<file path="src/bcpe_pkg.sv">
package bcpe_pkg;

  // Sizing of the pad runs and of the message length counter.
  localparam int MAX_PAD     = 64;
  localparam int LENGTH_BITS = 16;
  localparam int CNT_W       = $clog2(MAX_PAD + 1);
  localparam int IDX_W       = (MAX_PAD > 1) ? $clog2(MAX_PAD) : 1;

  // Configuration port.
  localparam int PADDR_W = 3;
  localparam int PDATA_W = 32;
  localparam logic REG_SCHEME_IDX = 1'b0;

  // Padding schemes.
  localparam logic [1:0] SCHEME_PKCS7    = 2'd0;
  localparam logic [1:0] SCHEME_ONE_ZERO = 2'd1;
  localparam logic [1:0] SCHEME_X923     = 2'd2;
  localparam logic [1:0] SCHEME_RESERVED = 2'd3;

  // Input commands and result kinds.
  localparam logic CMD_PAD      = 1'b0;
  localparam logic CMD_UNPAD    = 1'b1;
  localparam logic KIND_PAD     = 1'b0;
  localparam logic KIND_VERDICT = 1'b1;

  // Pad byte constants.
  localparam logic [7:0] BYTE_MARK = 8'h80;
  localparam logic [7:0] BYTE_ZERO = 8'h00;
  localparam logic [7:0] RUN_MAX   = 8'hFF;

  // Commands from the controller to the datapath.
  typedef struct packed {
    logic pad_start;
    logic pad_emit;
    logic unpad_step;
    logic verdict_load;
  } dp_cmd_t;

  // Status from the datapath to the controller.
  typedef struct packed {
    logic pad_empty;
    logic pad_last;
  } dp_status_t;

endpackage

</file>
<file path="src/bcpe_regs.sv">
module bcpe_regs (
  input  logic                            clk,
  input  logic                            rst,
  input  logic                            psel,
  input  logic                            penable,
  input  logic                            pwrite,
  input  logic [bcpe_pkg::PADDR_W-1:0]    paddr,
  input  logic [bcpe_pkg::PDATA_W-1:0]    pwdata,
  output logic [bcpe_pkg::PDATA_W-1:0]    prdata,
  output logic                            pready,
  output logic [1:0]                      scheme_mode
);
  import bcpe_pkg::*;

  logic reg_hit;

  // Register index is the word address.
  assign reg_hit = (paddr[PADDR_W-1] == REG_SCHEME_IDX);
  assign pready  = 1'b1;

  // Scheme register write.
  always_ff @(posedge clk) begin
    if (rst) begin
      scheme_mode <= SCHEME_PKCS7;
    end else if (psel && penable && pwrite && pready && reg_hit) begin
      scheme_mode <= pwdata[1:0];
    end
  end

  // Read back.
  always_comb begin
    prdata = '0;
    if (reg_hit) begin
      prdata = {{(PDATA_W-2){1'b0}}, scheme_mode};
    end
  end

endmodule

</file>
<file path="src/bcpe_ctrl.sv">
module bcpe_ctrl (
  input  logic                   clk,
  input  logic                   rst,
  input  logic                   in_valid,
  output logic                   in_ready,
  input  logic                   cmd,
  input  logic                   end_of_message,
  output logic                   out_valid,
  input  logic                   out_ready,
  input  bcpe_pkg::dp_status_t   status,
  output bcpe_pkg::dp_cmd_t      ctl
);
  import bcpe_pkg::*;

  typedef enum logic {
    ST_IDLE,
    ST_PAD
  } state_t;

  state_t state;
  logic   slot_free;
  logic   accept;

  // The output register can take a new result when empty or being drained.
  assign slot_free = !out_valid || out_ready;
  assign in_ready  = (state == ST_IDLE) && slot_free;
  assign accept    = in_valid && in_ready;

  // Datapath commands.
  always_comb begin
    ctl.pad_start    = accept && (cmd == CMD_PAD) && !status.pad_empty;
    ctl.unpad_step   = accept && (cmd == CMD_UNPAD);
    ctl.verdict_load = accept && (cmd == CMD_UNPAD) && end_of_message;
    ctl.pad_emit     = (state == ST_PAD) && slot_free;
  end

  // State and output valid.
  always_ff @(posedge clk) begin
    if (rst) begin
      state     <= ST_IDLE;
      out_valid <= 1'b0;
    end else begin
      unique case (state)
        ST_IDLE: begin
          if (ctl.pad_start) begin
            state <= ST_PAD;
          end
        end
        ST_PAD: begin
          if (ctl.pad_emit && status.pad_last) begin
            state <= ST_IDLE;
          end
        end
        default: state <= ST_IDLE;
      endcase
      if (ctl.pad_emit || ctl.verdict_load) begin
        out_valid <= 1'b1;
      end else if (out_ready) begin
        out_valid <= 1'b0;
      end
    end
  end

endmodule

</file>
<file path="src/bcpe_dp.sv">
module bcpe_dp (
  input  logic                                clk,
  input  logic                                rst,
  input  logic [1:0]                          scheme_mode,
  input  logic [7:0]                          data_byte,
  input  logic [6:0]                          pad_count,
  input  bcpe_pkg::dp_cmd_t                   ctl,
  output bcpe_pkg::dp_status_t                status,
  output logic                                result_kind,
  output logic [7:0]                          pad_byte,
  output logic                                run_last,
  output logic                                verdict,
  output logic [15:0]                         payload_length
);
  import bcpe_pkg::*;

  localparam logic [LENGTH_BITS-1:0] LEN_MAX = '1;

  // Pad run state.
  logic [CNT_W-1:0]       run_count;
  logic [IDX_W-1:0]       run_idx;
  logic [CNT_W-1:0]       count_sat;
  logic [7:0]             pad_value;

  // Unpad state.
  logic [LENGTH_BITS-1:0] message_count;
  logic [7:0]             equal_run;
  logic [7:0]             previous_value;
  logic [7:0]             zero_run;
  logic [LENGTH_BITS-1:0] nonzero_index;
  logic [7:0]             nonzero_value;
  logic                   nonzero_seen;
  logic                   length_overflow;

  logic [LENGTH_BITS-1:0] message_count_next;
  logic [7:0]             equal_run_next;
  logic [7:0]             zero_run_next;
  logic [LENGTH_BITS-1:0] nonzero_index_next;
  logic [7:0]             nonzero_value_next;
  logic                   nonzero_seen_next;
  logic                   length_overflow_next;

  logic [LENGTH_BITS-1:0] byte_ext;
  logic                   bad;
  logic [LENGTH_BITS-1:0] payload;

  // Saturate the requested count to the longest run.
  always_comb begin
    if (pad_count > 7'(MAX_PAD)) begin
      count_sat = CNT_W'(MAX_PAD);
    end else begin
      count_sat = CNT_W'(pad_count);
    end
  end

  assign status.pad_empty = (pad_count == 7'd0) || (scheme_mode == SCHEME_RESERVED);
  assign status.pad_last  = (CNT_W'(run_idx) + CNT_W'(1)) == run_count;

  // Byte of the current pad position.
  always_comb begin
    case (scheme_mode)
      SCHEME_PKCS7:    pad_value = 8'(run_count);
      SCHEME_ONE_ZERO: pad_value = (run_idx == '0) ? BYTE_MARK : BYTE_ZERO;
      SCHEME_X923:     pad_value = status.pad_last ? 8'(run_count) : BYTE_ZERO;
      default:         pad_value = BYTE_ZERO;
    endcase
  end

  // Pad run counters.
  always_ff @(posedge clk) begin
    if (rst) begin
      run_count <= '0;
      run_idx   <= '0;
    end else if (ctl.pad_start) begin
      run_count <= count_sat;
      run_idx   <= '0;
    end else if (ctl.pad_emit) begin
      run_idx   <= run_idx + IDX_W'(1);
    end
  end

  // Unpad trackers after the incoming byte.
  always_comb begin
    byte_ext = LENGTH_BITS'(data_byte);

    length_overflow_next = length_overflow;
    message_count_next   = message_count;
    if (message_count >= LEN_MAX) begin
      length_overflow_next = 1'b1;
    end else begin
      message_count_next = message_count + LENGTH_BITS'(1);
    end

    if ((message_count == '0) || (data_byte != previous_value)) begin
      equal_run_next = 8'd1;
    end else if (equal_run < RUN_MAX) begin
      equal_run_next = equal_run + 8'd1;
    end else begin
      equal_run_next = equal_run;
    end

    zero_run_next      = zero_run;
    nonzero_index_next = nonzero_index;
    nonzero_value_next = nonzero_value;
    nonzero_seen_next  = nonzero_seen;
    if (data_byte == BYTE_ZERO) begin
      if (zero_run < RUN_MAX) begin
        zero_run_next = zero_run + 8'd1;
      end
    end else begin
      zero_run_next      = 8'd0;
      nonzero_index_next = message_count;
      nonzero_value_next = data_byte;
      nonzero_seen_next  = 1'b1;
    end
  end

  // Verdict on the final byte.
  always_comb begin
    bad     = 1'b0;
    payload = '0;
    case (scheme_mode) inside
      SCHEME_PKCS7, SCHEME_X923: begin
        if ((data_byte == BYTE_ZERO) || (byte_ext > message_count_next)) begin
          bad = 1'b1;
        end else if ((scheme_mode == SCHEME_PKCS7) && (equal_run_next < data_byte)) begin
          bad = 1'b1;
        end else if ((scheme_mode == SCHEME_X923) && (zero_run < (data_byte - 8'd1))) begin
          bad = 1'b1;
        end else begin
          payload = message_count_next - byte_ext;
        end
      end
      SCHEME_ONE_ZERO: begin
        if (!nonzero_seen_next || (nonzero_value_next != BYTE_MARK)) begin
          bad = 1'b1;
        end else begin
          payload = nonzero_index_next;
        end
      end
      default: bad = 1'b1;
    endcase
    if (length_overflow_next) begin
      bad = 1'b1;
    end
    if (bad) begin
      payload = '0;
    end
  end

  // Unpad state registers; cleared after each verdict.
  always_ff @(posedge clk) begin
    if (rst || ctl.verdict_load) begin
      message_count   <= '0;
      equal_run       <= '0;
      previous_value  <= '0;
      zero_run        <= '0;
      nonzero_index   <= '0;
      nonzero_value   <= '0;
      nonzero_seen    <= 1'b0;
      length_overflow <= 1'b0;
    end else if (ctl.unpad_step) begin
      message_count   <= message_count_next;
      equal_run       <= equal_run_next;
      previous_value  <= data_byte;
      zero_run        <= zero_run_next;
      nonzero_index   <= nonzero_index_next;
      nonzero_value   <= nonzero_value_next;
      nonzero_seen    <= nonzero_seen_next;
      length_overflow <= length_overflow_next;
    end
  end

  // Output register.
  always_ff @(posedge clk) begin
    if (ctl.verdict_load) begin
      result_kind    <= KIND_VERDICT;
      pad_byte       <= BYTE_ZERO;
      run_last       <= 1'b1;
      verdict        <= bad;
      payload_length <= 16'(payload);
    end else if (ctl.pad_emit) begin
      result_kind    <= KIND_PAD;
      pad_byte       <= pad_value;
      run_last       <= status.pad_last;
      verdict        <= 1'b0;
      payload_length <= 16'd0;
    end
  end

endmodule

</file>
<file path="src/block_cipher_padding_engine.sv">
// Pad request of n bytes (n saturated to 64, none for n = 0 or reserved scheme):
// accepted, then one pad byte per cycle unless out_ready stalls (pad run counter).
// Unpad bytes: one per cycle unless stalled; verdict in the cycle after the last.
// Reset (rst, synchronous, active high) selects PKCS#7, clears the message trackers
// and empties the output register.
module block_cipher_padding_engine (
  input  logic                            clk,
  input  logic                            rst,
  input  logic                            psel,
  input  logic                            penable,
  input  logic                            pwrite,
  input  logic [bcpe_pkg::PADDR_W-1:0]    paddr,
  input  logic [bcpe_pkg::PDATA_W-1:0]    pwdata,
  output logic [bcpe_pkg::PDATA_W-1:0]    prdata,
  output logic                            pready,
  input  logic                            in_valid,
  output logic                            in_ready,
  input  logic                            cmd,
  input  logic [7:0]                      data_byte,
  input  logic                            end_of_message,
  input  logic [6:0]                      pad_count,
  output logic                            out_valid,
  input  logic                            out_ready,
  output logic                            result_kind,
  output logic [7:0]                      pad_byte,
  output logic                            run_last,
  output logic                            verdict,
  output logic [15:0]                     payload_length
);
  import bcpe_pkg::*;

  logic [1:0] scheme_mode;
  dp_cmd_t    ctl;
  dp_status_t status;

  // Configuration register.
  bcpe_regs u_regs (
    .clk         (clk),
    .rst         (rst),
    .psel        (psel),
    .penable     (penable),
    .pwrite      (pwrite),
    .paddr       (paddr),
    .pwdata      (pwdata),
    .prdata      (prdata),
    .pready      (pready),
    .scheme_mode (scheme_mode)
  );

  // Handshake and sequencing.
  bcpe_ctrl u_ctrl (
    .clk            (clk),
    .rst            (rst),
    .in_valid       (in_valid),
    .in_ready       (in_ready),
    .cmd            (cmd),
    .end_of_message (end_of_message),
    .out_valid      (out_valid),
    .out_ready      (out_ready),
    .status         (status),
    .ctl            (ctl)
  );

  // Pad generation, unpad tracking and result register.
  bcpe_dp u_dp (
    .clk            (clk),
    .rst            (rst),
    .scheme_mode    (scheme_mode),
    .data_byte      (data_byte),
    .pad_count      (pad_count),
    .ctl            (ctl),
    .status         (status),
    .result_kind    (result_kind),
    .pad_byte       (pad_byte),
    .run_last       (run_last),
    .verdict        (verdict),
    .payload_length (payload_length)
  );

endmodule

</file>
<file path="config.mk">
export PLATFORM = sky130hd
export DESIGN_NAME = block_cipher_padding_engine
export DESIGN_NICKNAME = d
export VERILOG_FILES = /design/src/bcpe_pkg.sv /design/src/bcpe_regs.sv /design/src/bcpe_ctrl.sv /design/src/bcpe_dp.sv /design/src/block_cipher_padding_engine.sv
export SDC_FILE = /design/constraint.sdc
export NUM_CORES = 1
export LEC_CHECK = 0
export BUFFER_PORTS_ARGS = -buffer_cell sky130_fd_sc_hd__clkbuf_2
export CORE_AREA = 2 2 138 107
export CTS_BUF_LIST = sky130_fd_sc_hd__clkbuf_16
export CTS_CLUSTER_DIAMETER = 100
export DETAILED_ROUTE_END_ITERATION = 6
export DIE_AREA = 0 0 140 109
export GPL_TIMING_DRIVEN = 1
export PLACE_DENSITY_LB_ADDON = 0.08
export SETUP_SLACK_MARGIN = 0.3
export SLEW_MARGIN = 20
export SYNTH_ARGS = -nofsm -noshare
export SYNTH_HDL_FRONTEND = slang
export SYNTH_SLANG_ARGS = --single-unit
export TNS_END_PERCENT = 5
</file>
<file path="constraint.sdc">
create_clock -name clk -period 9.9 [get_ports clk]
set_input_delay 0.495 -clock clk [delete_from_list [all_inputs] [get_ports clk]]
set_output_delay 0.495 -clock clk [all_outputs]
set_load 0.03 [all_outputs]
</file>
==> metrics.txt <==
max cap viols=0; Leak Pwr=2.80 nW; worst hold path class=primary input to flop; Remaining Overflow, GRT=0; Fmax achieved=just over 200 MHz; Clock Pin Slew Worst Setup and Hold Paths=0.07 ns; Slew Limit Headroom=0.375; worst slack at placement=about 5.2 ns; most frequent cells in the layout=107 x nor2_1, 93 x dfxtp_1, 83 x nand2_1, 63 x a21oi_1, 57 x clkbuf_2; RSZ-0062 raised after global routing=no; Mapped Area=between 0.006 and 0.007 mm^2; DP Area=0.00698 mm^2; CTS max path bufs=2; die width=around 140 um; first-pass detailed-route iteration total=7; most common cell after layout, fill and taps aside=nor2_1; # placed instances=~1000; clock insertion delay at the later pin of the skew report=between 0.3 and 0.4 ns; Avg Synthesized Cell Area=8.18 um^2; Critical Path Most Common Cell=nor2b_1; Setup Crit Path Kind=flop to flop; Post-synth EDFFs=17; total power=around 1 mW; crit start category=flop; drt drc=3; Final setup violation count=0; Yosys cell types=just over 70; peak supply drop=a little over 0.07 mV; IO Pins=121; Final ANT Viol Nets=0; Root Driver=clkbuf_16; Max Slew Vio Count=0; Post-CTS Setup Inserts=0; starting density of the core=0.485; Final Util=0.518; IO buf count=57; Slowest-stage cell, CP=nor2b_1; FP Rows=38; ys flop type=dfxtp_1; failing checks=DRC; Final min period=~4.8 ns; die area=approximately 0.015 mm^2; diode count=0; status=finished with violations; vias in the first global route=4993; Vias=5845; worst r2r path cells=13; clock skew=0.00587 ns; PostCTS Resize Cnt=0; Placeable Area=between 0.01 and 0.015 mm^2; Layout area overhead=6.86%; crit path max fanout=16; Final Instance Area=roughly 0.0073 mm^2; CP max stage delay=0.71 ns; data required time of the worst path=about 10 ns; Yosys warnings=0; first-pass GRT wire length=~27 mm; Worst Setup End Kind=flop; worst hold stages=3; drt total wl=between 15 and 20 mm; Cells after Synth=832; setup ws final=just over 5 ns; share of flip-flops with an asynchronous set or reset=0; drt via density=about 5.6; Final Cycle Share=0.488; CTS tree=built; Clock Sinks=between 100 and 150; initial antenna violation count=0; fraction of layout cells with a size suffix above 1=0.113; #FFs+latches synth=110; largest net degree at the start of global routing=37; crit path cell chain=nand4_4, nor3_1, nor2b_1, xnor2_1, ha_1, fa_1, nor2b_1, o31a_1, o31ai_1, and2_1, nand4b_4, a31oi_1, nor2_1; dpl hpwl=between 10 and 15 mm; die height=approximately 110 um; non-filler cells in the finished layout=between 1000 and 1500; sequential area share after synthesis=0.349; DR iter-0 viols=between 500 and 600; H-tree Lvls=3; Arr. time, crit path=just under 5 ns; CTS Buf Count=9; GRT Resource Usage Total=0.226; Hold Fails Final Rpt=0; PD cells=roughly 130 mW/mm^2; hold_buf cts=0; Nets=approximately 940; setup_tns=0 ns; GPL Wtd Cong=0.920; Slew @ Worst Pin=about 0.94 ns; Avg WL per Cell=16.4 um; Hold Slack=approximately 0.36 ns
==> power by group <==
part           leakage [nW]  internal [mW]  total [mW]  switching, mW
sequential            0.916          0.469       0.478        0.00975
clock                 0.134          0.174       0.354          0.180
combinational          1.75         0.0392       0.141          0.102
==> state kept, by name, summed over array words and instances, names as in the netlist, 2 cells and up <==
register and count:
u_dp.run_count 7, u_dp.nonzero_value 8, u_dp.run_idx 6, u_dp.message_count 16, u_regs.scheme_mode 2, u_dp.nonzero_index 16
u_dp.equal_run 8, u_dp.pad_byte 8, u_dp.payload_length 16, u_dp.previous_value 8, u_dp.zero_run 8
==> area by class of cell <==
class | instances | area, um^2
fillers | 1340 | 6750
well taps | 180 | 225
multi-input cells | 641 | 3950
clock inverters | 7 | 61.3
inverters | 28 | 105
clock buffers | 9 | 225
flip-flops and latches | 110 | 2370
repair buffers | 63 | 330
==> synthesized netlist by cell type, drive strengths merged, types with 3 or more instances <==
cell type | count | area share
nor4 | 10 | 0.0092
a211o | 3 | 0.0039
nand3 | 30 | 0.022
or3 | 7 | 0.0064
nor3 | 23 | 0.018
and4 | 8 | 0.010
nor2b | 8 | 0.0074
a21oi | 64 | 0.048
nand4b | 3 | 0.0061
dfxtp | 93 | 0.27
o21ai | 29 | 0.021
nand4 | 12 | 0.015
nand2b | 5 | 0.0046
and3 | 9 | 0.0083
xor2 | 24 | 0.031
nor2 | 109 | 0.060
nand3b | 3 | 0.0033
and2 | 8 | 0.0074
or2 | 4 | 0.0037
a22o | 7 | 0.0090
edfxtp | 17 | 0.075
ha | 29 | 0.053
buf | 53 | 0.056
a311oi | 3 | 0.0039
clkbuf | 29 | 0.016
xnor2 | 34 | 0.044
inv | 28 | 0.015
a211oi | 4 | 0.0044
a31oi | 16 | 0.015
o211ai | 5 | 0.0055
o21a | 7 | 0.0077
nand2 | 83 | 0.046
a22oi | 11 | 0.012
or4 | 4 | 0.0055
mux2i | 22 | 0.032
==> path summary, 6_finish.rpt <==
check                         from                     end  slack (ns)
max          u_dp.message_count[9]  u_dp.payload_length[1]        5.07
min                      pwdata[0]   u_regs.scheme_mode[0]        0.36
max reg2reg  u_dp.message_count[9]  u_dp.payload_length[1]        5.07
min reg2reg       u_dp.pad_byte[7]        u_dp.pad_byte[7]        0.45
==> layer usage <==
| layer | GRT usage | part of all wire | up-vias |
|---|---|---|---|
| met1 | 0.360 | 0.53 | 2723 |
| met2 | 0.306 | 0.38 | 197 |
| met3 | 0.0386 | 0.067 | 19 |
| li1 | - | - | 2906 |
| met5 | 0 | 0 | - |
| met4 | 0.0649 | 0.014 | 0 |
==> kinds of logic after synthesis <==
| family | synth area share |
|---|---|
| compound gates | 0.159 |
| xor+xnor | 0.0746 |
| fa+ha+maj | 0.0563 |
| buf+inv | 0.0877 |
| flops | 0.349 |
| mux | 0.0340 |
| other cells | 0.00110 |
| simple gates | 0.239 |
==> worst max-delay path, delay by kind of cell, from the launching register on <==
| family | cells | cell delay (ns) |
|---|---|---|
| flops | 1 | 0.68 |
| fa+ha+maj | 2 | 0.43 |
| xor+xnor | 1 | 0.20 |
| simple gates | 7 | 2.07 |
| compound gates | 3 | 1.19 |
(Power assumes the default switching activity.)
